### config.mk
export PLATFORM = sky130hd
export DESIGN_NAME = websocket_frame_deframer_core
export DESIGN_NICKNAME = d
export VERILOG_FILES = /design/src/rtl/core/wsd_pkg.sv /design/src/rtl/core/wsd_parser.sv /design/src/rtl/core/wsd_out_fifo.sv /design/src/rtl/core/websocket_frame_deframer_core.sv
export SDC_FILE = /design/constraint.sdc
export NUM_CORES = 1
export LEC_CHECK = 0
export BUFFER_PORTS_ARGS = -buffer_cell sky130_fd_sc_hd__buf_2
export CORE_MARGIN = 1
export CORE_UTILIZATION = 58
export DETAILED_ROUTE_END_ITERATION = 10
export PLACE_DENSITY_LB_ADDON = 0.08
export RECOVER_POWER = 25
export SETUP_SLACK_MARGIN = 0.4
export SYNTH_ARGS = -nofsm -noshare
export SYNTH_HDL_FRONTEND = slang
export SYNTH_SLANG_ARGS = --single-unit
export TNS_END_PERCENT = 100
### constraint.sdc
create_clock -name clk_i -period 5.9 [get_ports clk_i]
set_input_delay 0.59 -clock clk_i [delete_from_list [all_inputs] [get_ports clk_i]]
set_output_delay 0.59 -clock clk_i [all_outputs]
set_load 0.02 [all_outputs]
### src/rtl/core/wsd_pkg.sv
// Shared types and constants of the WebSocket frame deframer.
`timescale 1ns / 1ps

package wsd_pkg;

  typedef enum logic [3:0] {
    PH_HDR0 = 4'b0001,
    PH_HDR1 = 4'b0010,
    PH_EXT  = 4'b0100,
    PH_PAY  = 4'b1000
  } phase_e;

  typedef enum logic [1:0] {
    KIND_DATA   = 2'd0,
    KIND_END    = 2'd1,
    KIND_CLOSED = 2'd2,
    KIND_ERROR  = 2'd3
  } kind_e;

  localparam logic [3:0] OP_CONT   = 4'h0;
  localparam logic [3:0] OP_BINARY = 4'h2;
  localparam logic [3:0] OP_CLOSE  = 4'h8;
  localparam logic [3:0] OP_PING   = 4'h9;
  localparam logic [3:0] OP_PONG   = 4'hA;

  localparam logic [6:0] LEN_EXT16 = 7'd126;
  localparam logic [6:0] LEN_EXT64 = 7'd127;

  localparam logic [2:0] EXT16_COUNT = 3'd1;
  localparam logic [2:0] EXT64_COUNT = 3'd7;

  typedef struct packed {
    kind_e      kind;
    logic [7:0] data_byte;
    logic       message_binary;
    logic       last_of_message;
  } result_t;

endpackage

### src/rtl/core/wsd_parser.sv
// Frame header and payload parser: state registers and per-word next-state logic.
`timescale 1ns / 1ps

module wsd_parser (
  input  logic            clk_i,
  input  logic            rst_ni,
  input  logic            fire_i,
  input  logic [7:0]      rx_byte_i,
  output logic            res_valid_o,
  output wsd_pkg::result_t res_o,
  output logic            halted_o
);
  import wsd_pkg::*;

  phase_e      phase_q, phase_d;
  logic        fin_q, fin_d;
  logic [3:0]  op_q, op_d;
  logic        mib_q, mib_d;
  logic [63:0] rem_q, rem_d;
  logic [2:0]  lbc_q, lbc_d;
  logic        halted_q, halted_d;

  logic        op_close, op_skip;
  logic [6:0]  len7;
  logic [63:0] rem_shift, rem_dec, rem_begin;
  logic        pay_done;
  logic        begin_now;
  logic        new_op_data;

  always_comb begin
    op_close    = (op_q == OP_CLOSE);
    op_skip     = (op_q == OP_PING) || (op_q == OP_PONG);
    len7        = rx_byte_i[6:0];
    rem_shift   = {rem_q[55:0], rx_byte_i};
    rem_dec     = rem_q - 64'd1;
    pay_done    = (rem_dec == 64'd0);
    new_op_data = (rx_byte_i[3:0] != OP_CONT) && (rx_byte_i[3:0] != OP_CLOSE) &&
                  (rx_byte_i[3:0] != OP_PING) && (rx_byte_i[3:0] != OP_PONG);
  end

  always_comb begin
    phase_d     = phase_q;
    fin_d       = fin_q;
    op_d        = op_q;
    mib_d       = mib_q;
    rem_d       = rem_q;
    lbc_d       = lbc_q;
    halted_d    = halted_q;
    res_valid_o = 1'b0;
    res_o       = '{kind: KIND_DATA, data_byte: 8'd0, message_binary: 1'b0,
                    last_of_message: 1'b0};
    begin_now   = 1'b0;
    rem_begin   = 64'd0;

    if (fire_i && !halted_q) begin
      case (phase_q)
        PH_HDR1: begin
          if (rx_byte_i[7]) begin
            halted_d    = 1'b1;
            res_valid_o = 1'b1;
            res_o.kind  = KIND_ERROR;
          end else if (len7 == LEN_EXT16) begin
            rem_d   = 64'd0;
            lbc_d   = EXT16_COUNT;
            phase_d = PH_EXT;
          end else if (len7 == LEN_EXT64) begin
            rem_d   = 64'd0;
            lbc_d   = EXT64_COUNT;
            phase_d = PH_EXT;
          end else begin
            begin_now = 1'b1;
            rem_begin = {57'd0, len7};
          end
        end
        PH_EXT: begin
          if (lbc_q == 3'd0) begin
            begin_now = 1'b1;
            rem_begin = rem_shift;
          end else begin
            rem_d = rem_shift;
            lbc_d = lbc_q - 3'd1;
          end
        end
        PH_PAY: begin
          rem_d = rem_dec;
          if (pay_done) begin
            phase_d = PH_HDR0;
          end
          if (op_close) begin
            if (pay_done) begin
              halted_d    = 1'b1;
              res_valid_o = 1'b1;
              res_o.kind  = KIND_CLOSED;
            end
          end else if (!op_skip) begin
            res_valid_o           = 1'b1;
            res_o.kind            = KIND_DATA;
            res_o.data_byte       = rx_byte_i;
            res_o.message_binary  = mib_q;
            res_o.last_of_message = fin_q && pay_done;
            if (fin_q && pay_done) begin
              mib_d = 1'b0;
            end
          end
        end
        default: begin
          fin_d = rx_byte_i[7];
          op_d  = rx_byte_i[3:0];
          if (new_op_data) begin
            mib_d = (rx_byte_i[3:0] == OP_BINARY);
          end
          phase_d = PH_HDR1;
        end
      endcase

      if (begin_now) begin
        rem_d = rem_begin;
        if (rem_begin == 64'd0) begin
          phase_d = PH_HDR0;
          if (op_close) begin
            halted_d    = 1'b1;
            res_valid_o = 1'b1;
            res_o.kind  = KIND_CLOSED;
          end else if (!op_skip && fin_q) begin
            res_valid_o           = 1'b1;
            res_o.kind            = KIND_END;
            res_o.message_binary  = mib_q;
            res_o.last_of_message = 1'b1;
            mib_d                 = 1'b0;
          end
        end else begin
          phase_d = PH_PAY;
        end
      end
    end
  end

  always_ff @(posedge clk_i or negedge rst_ni) begin
    if (!rst_ni) begin
      phase_q  <= PH_HDR0;
      fin_q    <= 1'b0;
      op_q     <= 4'd0;
      mib_q    <= 1'b0;
      rem_q    <= 64'd0;
      lbc_q    <= 3'd0;
      halted_q <= 1'b0;
    end else begin
      phase_q  <= phase_d;
      fin_q    <= fin_d;
      op_q     <= op_d;
      mib_q    <= mib_d;
      rem_q    <= rem_d;
      lbc_q    <= lbc_d;
      halted_q <= halted_d;
    end
  end

  assign halted_o = halted_q;

  a_halt_sticks: assert property (@(posedge clk_i) disable iff (!rst_ni)
    halted_q |=> halted_q)
    else $error("halt released without reset");

  a_halt_silent: assert property (@(posedge clk_i) disable iff (!rst_ni)
    halted_q |-> !res_valid_o)
    else $error("result emitted while halted");

  a_term_halts: assert property (@(posedge clk_i) disable iff (!rst_ni)
    (res_valid_o && (res_o.kind == KIND_CLOSED || res_o.kind == KIND_ERROR)) |=> halted_q)
    else $error("close or error did not halt");

  a_pay_nonzero: assert property (@(posedge clk_i) disable iff (!rst_ni)
    (phase_q == PH_PAY) |-> (rem_q != 64'd0))
    else $error("payload phase with zero bytes left");

endmodule

### src/rtl/core/wsd_out_fifo.sv
// Two-entry result buffer that decouples the parser from the output stall.
`timescale 1ns / 1ps

module wsd_out_fifo (
  input  logic             clk_i,
  input  logic             rst_ni,
  input  logic             push_i,
  input  wsd_pkg::result_t push_data_i,
  output logic             space_o,
  output logic             valid_o,
  input  logic             pop_i,
  output wsd_pkg::result_t data_o
);
  import wsd_pkg::*;

  result_t     mem_q [2];
  logic        wr_ptr_q, wr_ptr_d;
  logic        rd_ptr_q, rd_ptr_d;
  logic [1:0]  count_q, count_d;
  logic        do_pop;

  always_comb begin
    do_pop   = pop_i && (count_q != 2'd0);
    wr_ptr_d = push_i ? ~wr_ptr_q : wr_ptr_q;
    rd_ptr_d = do_pop ? ~rd_ptr_q : rd_ptr_q;
    count_d  = count_q + {1'b0, push_i} - {1'b0, do_pop};
  end

  always_ff @(posedge clk_i) begin
    if (push_i) begin
      mem_q[wr_ptr_q] <= push_data_i;
    end
  end

  always_ff @(posedge clk_i or negedge rst_ni) begin
    if (!rst_ni) begin
      wr_ptr_q <= 1'b0;
      rd_ptr_q <= 1'b0;
      count_q  <= 2'd0;
    end else begin
      wr_ptr_q <= wr_ptr_d;
      rd_ptr_q <= rd_ptr_d;
      count_q  <= count_d;
    end
  end

  assign space_o = (count_q != 2'd2);
  assign valid_o = (count_q != 2'd0);
  assign data_o  = mem_q[rd_ptr_q];

  a_no_overflow: assert property (@(posedge clk_i) disable iff (!rst_ni)
    push_i |-> space_o)
    else $error("push into full buffer");

  a_count_range: assert property (@(posedge clk_i) disable iff (!rst_ni)
    count_q != 2'd3)
    else $error("buffer count out of range");

  a_ptr_count: assert property (@(posedge clk_i) disable iff (!rst_ni)
    (count_q == 2'd1) |-> (wr_ptr_q != rd_ptr_q))
    else $error("pointers disagree with count");

endmodule

### src/rtl/core/websocket_frame_deframer_core.sv
// Top level of the WebSocket server-to-client frame deframer.
// Usage:
//   The slave stream carries one received byte per word on s_axis_tdata_i.
//   The master stream gives payload bytes on m_axis_tdata_o with the result
//   kind and message type on m_axis_tuser_o and tlast on the final byte or
//   the end marker of a message. Header bytes give no data word; ping and
//   pong bytes give no word. A close frame gives one word of kind closed, a
//   masked frame one word of kind protocol error; after either, every input
//   word is accepted and dropped until reset.
//   An accepted word is held in the input register and parsed once the
//   buffer has space; its result is registered into the buffer, which
//   drives m_axis_tvalid_o.
//   Throughput: one word per cycle while the buffer has space; the parse
//   step with its 64-bit length decrement is combinational.
//   Reset clears the parser to expect a frame header and empties the
//   two-entry result buffer. When the receiver stalls, the buffer fills and
//   s_axis_tready_o drops once the buffer and the input register are full.
`timescale 1ns / 1ps

module websocket_frame_deframer_core (
  input  logic       clk_i,
  input  logic       rst_ni,
  input  logic       s_axis_tvalid_i,
  output logic       s_axis_tready_o,
  input  logic [7:0] s_axis_tdata_i,   // [7:0] rx_byte
  output logic       m_axis_tvalid_o,
  input  logic       m_axis_tready_i,
  output logic [7:0] m_axis_tdata_o,   // [7:0] data_byte
  output logic [2:0] m_axis_tuser_o,   // [1:0] kind, [2] message_binary
  output logic       m_axis_tlast_o    // last_of_message
);
  import wsd_pkg::*;

  logic       in_valid_q, in_valid_d;
  logic [7:0] in_byte_q;
  logic       in_take;
  logic       advance;
  logic       fifo_space;
  logic       res_valid;
  result_t    res;
  result_t    out_res;
  logic       halted;

  assign advance         = in_valid_q && fifo_space;
  assign s_axis_tready_o = !in_valid_q || fifo_space;
  assign in_take         = s_axis_tvalid_i && s_axis_tready_o;
  assign in_valid_d      = in_take || (in_valid_q && !advance);

  always_ff @(posedge clk_i or negedge rst_ni) begin
    if (!rst_ni) begin
      in_valid_q <= 1'b0;
    end else begin
      in_valid_q <= in_valid_d;
    end
  end

  always_ff @(posedge clk_i) begin
    if (in_take) begin
      in_byte_q <= s_axis_tdata_i;
    end
  end

  wsd_parser u_parser (
    .clk_i      (clk_i),
    .rst_ni     (rst_ni),
    .fire_i     (advance),
    .rx_byte_i  (in_byte_q),
    .res_valid_o(res_valid),
    .res_o      (res),
    .halted_o   (halted)
  );

  wsd_out_fifo u_out_fifo (
    .clk_i      (clk_i),
    .rst_ni     (rst_ni),
    .push_i     (res_valid),
    .push_data_i(res),
    .space_o    (fifo_space),
    .valid_o    (m_axis_tvalid_o),
    .pop_i      (m_axis_tready_i),
    .data_o     (out_res)
  );

  assign m_axis_tdata_o = out_res.data_byte;
  assign m_axis_tuser_o = {out_res.message_binary, out_res.kind};
  assign m_axis_tlast_o = out_res.last_of_message;

  a_hold_on_stall: assert property (@(posedge clk_i) disable iff (!rst_ni)
    (in_valid_q && !fifo_space) |=> (in_valid_q && $stable(in_byte_q)))
    else $error("input word lost during stall");

  a_push_needs_word: assert property (@(posedge clk_i) disable iff (!rst_ni)
    res_valid |-> advance)
    else $error("result without an input word");

  a_halted_no_out: assert property (@(posedge clk_i) disable iff (!rst_ni)
    (halted && !m_axis_tvalid_o) |=> !m_axis_tvalid_o)
    else $error("output after halt drained");

endmodule

==> run metrics <==
Die X 115 um; Hold Crit Start s_axis_tdata_i[7]; hold path depth 1; Final Wtd Congestion 0.969; Worst Hold Class in2reg; Clock Tree Root clkbuf_16; Synth Instances 855; RSZ-0062 raised after global routing false; post-synth cell types 72; DR DRC count 0; Vias 7024; Max-Cap Viols 2; worst skew pair latency 0.42 ns; Worst slew margin -83.8%; area of the multi-input gates 4060 um2; Final Hold Vio Count 0; CP arrival 5.11 ns; worst path cell trace or4_1 -> nor4_4 -> nand3_2 -> or4_4 -> xnor2_1 -> or4_1 -> and4b_1 -> nand4_1 -> nor3b_4 -> ha_1 -> inv_1 -> ha_1 -> xnor2_1 -> xnor2_1; initial antenna violation count 0; CTS tree yes; Post-Syn Nets between 800 and 900; Post-synth EDFFs 32; Tcrit/Tclk final between 80% and 90%; Inst Count DP roughly 1000; postcts setup bufs 0; pin count of the biggest net entering global routing 73; grt ovf 0; r2r worst-path depth 14; WHS Endpoint in_byte_q[7]; min cycle time layout roughly 4.8 ns; Area contributors post-synth dfrtp_1 28%, edfxtp_1 13%, o21ai_0 7.5%; slack of the worst reg-to-reg path 1.13 ns; Routed Wire Length 21.9 mm; most common cell after layout, fill and taps aside nor2_1; Req. time, crit path 6.24 ns; Reg clk slew, reported paths 0.06 ns; Initial Util between 60 and 70%; IO buf count 25; Synth Register Bits 115; synthesized area 7360 um2; worst r2r dst u_out_fifo.count_q[1]; H-tree levels 4; DR iter-0 viols 920; CTS sink cnt between 100 and 150; CTS buffer count 17; Cell Pwr Density roughly 550 nW/um2; post-CTS sizing 0; Critical Path Most Common Cell xnor2_1; core area roughly 12000 um2; Setup violations, final 0; Yosys top cell area share 27.9%; Die Height between 100 and 150 um; fmax approximately 210 MHz; die area 13100 um2; violated checks capacitance limit, slew limit; first drt pass iteration count 6; site row count 40; Mapped Avg Cell Area 8.61 um2; CP Launch Type register; share of layout cells above drive strength 1 13.5%; Final Util 67.0%; Yosys warnings 0; critical path capture point type register; vias per cell about 6.8; Antenna diodes 0; critical path peak fanout 10; Area Growth Syn to Fin 11.2%; global-route wire length before repair 35.5 mm; ys async rst share 72.2%; clock skew 0.0126 ns; setup TNS 0 ns; # IOs 26; CTS Hold Bufs 0; Antenna Nets Post-Route 0; peak supply drop 0.000276 V; NumNets Final 873; Largest stage delay, worst path 0.72 ns; Final HPWL DP approximately 15 mm; DR WL/cell between 20 and 25 um; total global-route track usage 35.6%; max-slew violations 86; FF+latch area 3040 um2; most frequent cells in the layout 119 x nor2_1, 109 x o21ai_0, 82 x dfrtp_1, 57 x nand2_1, 43 x a21oi_1; Setup Crit Path Kind reg2reg; Static Leak ~3.3 nW; post-synthesis sequential area ratio 41.3%; Least-Margin Pin Slew about 2.8 ns; CTS max path bufs 2; FILL cells 1044; Layout Cells excl Fill 1036; Critical R2R Launch u_parser.rem_q[3]; outcome finished, violations left; vias in the first global route 6610; cell with the largest stage delay on the worst path or4_1; post-synth top area cell dfrtp_1; main flop type after synthesis dfrtp_1
## where the power goes
part	internal, W	switching (W)	total, W
clock	0.000667	0.000402	0.00107
sequential	0.000939	0.000199	0.00114
combinational	0.000845	0.00145	0.00230
total	0.00245	0.00205	0.00451
## cell usage after synthesis (3+ instances only)
| master | count |
|---|---|
| or3_1 | 11 |
| nor4b_1 | 5 |
| or2_2 | 6 |
| nor2b_1 | 7 |
| and3_1 | 7 |
| nor3_1 | 39 |
| buf_1 | 3 |
| xnor2_1 | 23 |
| nor4_1 | 28 |
| nor4_4 | 4 |
| nor2_1 | 119 |
| o21ai_1 | 3 |
| inv_1 | 13 |
| o31ai_1 | 4 |
| a31oi_1 | 4 |
| nand2_1 | 57 |
| dfrtp_1 | 82 |
| nand3b_1 | 6 |
| mux2_2 | 16 |
| nand3_1 | 14 |
| xor2_1 | 12 |
| nand2b_1 | 6 |
| edfxtp_1 | 32 |
| a22oi_1 | 25 |
| o21ai_0 | 110 |
| nand4_1 | 18 |
| or4_1 | 10 |
| a21oi_1 | 43 |
| and2_1 | 14 |
| mux2i_1 | 3 |
| clkbuf_1 | 51 |
| nor3b_1 | 5 |
| nor4_2 | 4 |
| buf_2 | 3 |
| ha_1 | 6 |
| a32oi_1 | 12 |
| o22ai_1 | 4 |
## sequential cells by signal, indices dropped and copies added (netlist names)
| register | count |
|---|---|
| u_parser.phase_q | 4 |
| u_parser.op_q | 4 |
| u_out_fifo.wr_ptr_q | 1 |
| u_parser.rem_q | 64 |
| u_parser.lbc_q | 3 |
| in_byte_q | 8 |
| u_out_fifo.mem_q | 24 |
| u_parser.mib_q | 1 |
| u_out_fifo.rd_ptr_q | 1 |
| u_parser.fin_q | 1 |
| u_parser.halted_o | 1 |
| u_out_fifo.count_q | 2 |
| in_valid_q | 1 |
## area by class of cell
| cell class | count | share of cell area [%] |
|---|---|---|
| clock inverter | 15 | 2.20 |
| tap | 168 | 2.57 |
| inverter | 13 | 0.596 |
| clock buffer | 17 | 5.20 |
| multi-input combinational | 669 | 49.6 |
| sequential | 115 | 37.1 |
| timing repair buffer | 39 | 2.75 |
## per-layer routing
metal | routed length, um | GRT usage (%) | vias up | share of wire (%)
met1 | 9560 | 51.3 | 3376 | 44
met2 | 9810 | 51.7 | 425 | 45
met3 | 2060 | 7.36 | 61 | 9.4
li1 | - | - | 3162 | -
met4 | 507 | 15.3 | 0 | 2.3
met5 | 0 | 0 | - | 0
## worst max-delay path, delay by kind of cell (launching register included)
kind                     cells  cell delay (ns)
XOR/XNOR                     3             0.47
adder cells (fa/ha/maj)      2             0.49
AND/OR/NAND/NOR              8             3.20
flip-flops                   1             0.49
buffers and inverters        1             0.05
## cells by family (layout without fill, tap and decap cells)
| logic type | count (synthesis) | after routing | synth area share, % |
|---|---|---|---|
| simple gates | 378 | 378 | 27.9 |
| compound gates | 231 | 231 | 19.0 |
| flops | 115 | 115 | 41.3 |
| buf+inv | 71 | 84 | 3.77 |
| xor+xnor | 35 | 35 | 4.17 |
| mux | 19 | 19 | 2.86 |
| fa+ha+maj | 6 | 6 | 1.02 |
## how the worst max path moves through the flow
stage	from	end	slack [ns]
floorplan	u_parser.rem_q[3]	u_out_fifo.mem_q[1][0]	1.49
global placement	u_parser.rem_q[3]	u_out_fifo.count_q[1]	1.28
detailed placement	u_parser.rem_q[3]	u_out_fifo.count_q[1]	1.18
CTS	u_parser.rem_q[3]	u_out_fifo.count_q[1]	1.16
global route	rst_ni	u_parser.rem_q[23]	0.88
finish	u_parser.rem_q[3]	u_out_fifo.count_q[1]	1.13
## per-stage QoR
| stage | instance area (um2) | power [W] | setup WS [ns] | hold slack, ns |
|---|---|---|---|---|
| after floorplan | 7360 | 0.00275 | 1.49 | 0.294 |
| after global placement | 7590 | 0.00334 | 1.28 | 0.459 |
| after detailed placement | 7590 | 0.00336 | 1.18 | 0.484 |
| after CTS | 8190 | 0.00444 | 1.16 | 0.142 |
| after global routing | 8190 | 0.00475 | 0.881 | 0.322 |
| final | 8190 | 0.00451 | 1.13 | 0.342 |
Note: power is estimated with default switching activity, not from simulation.
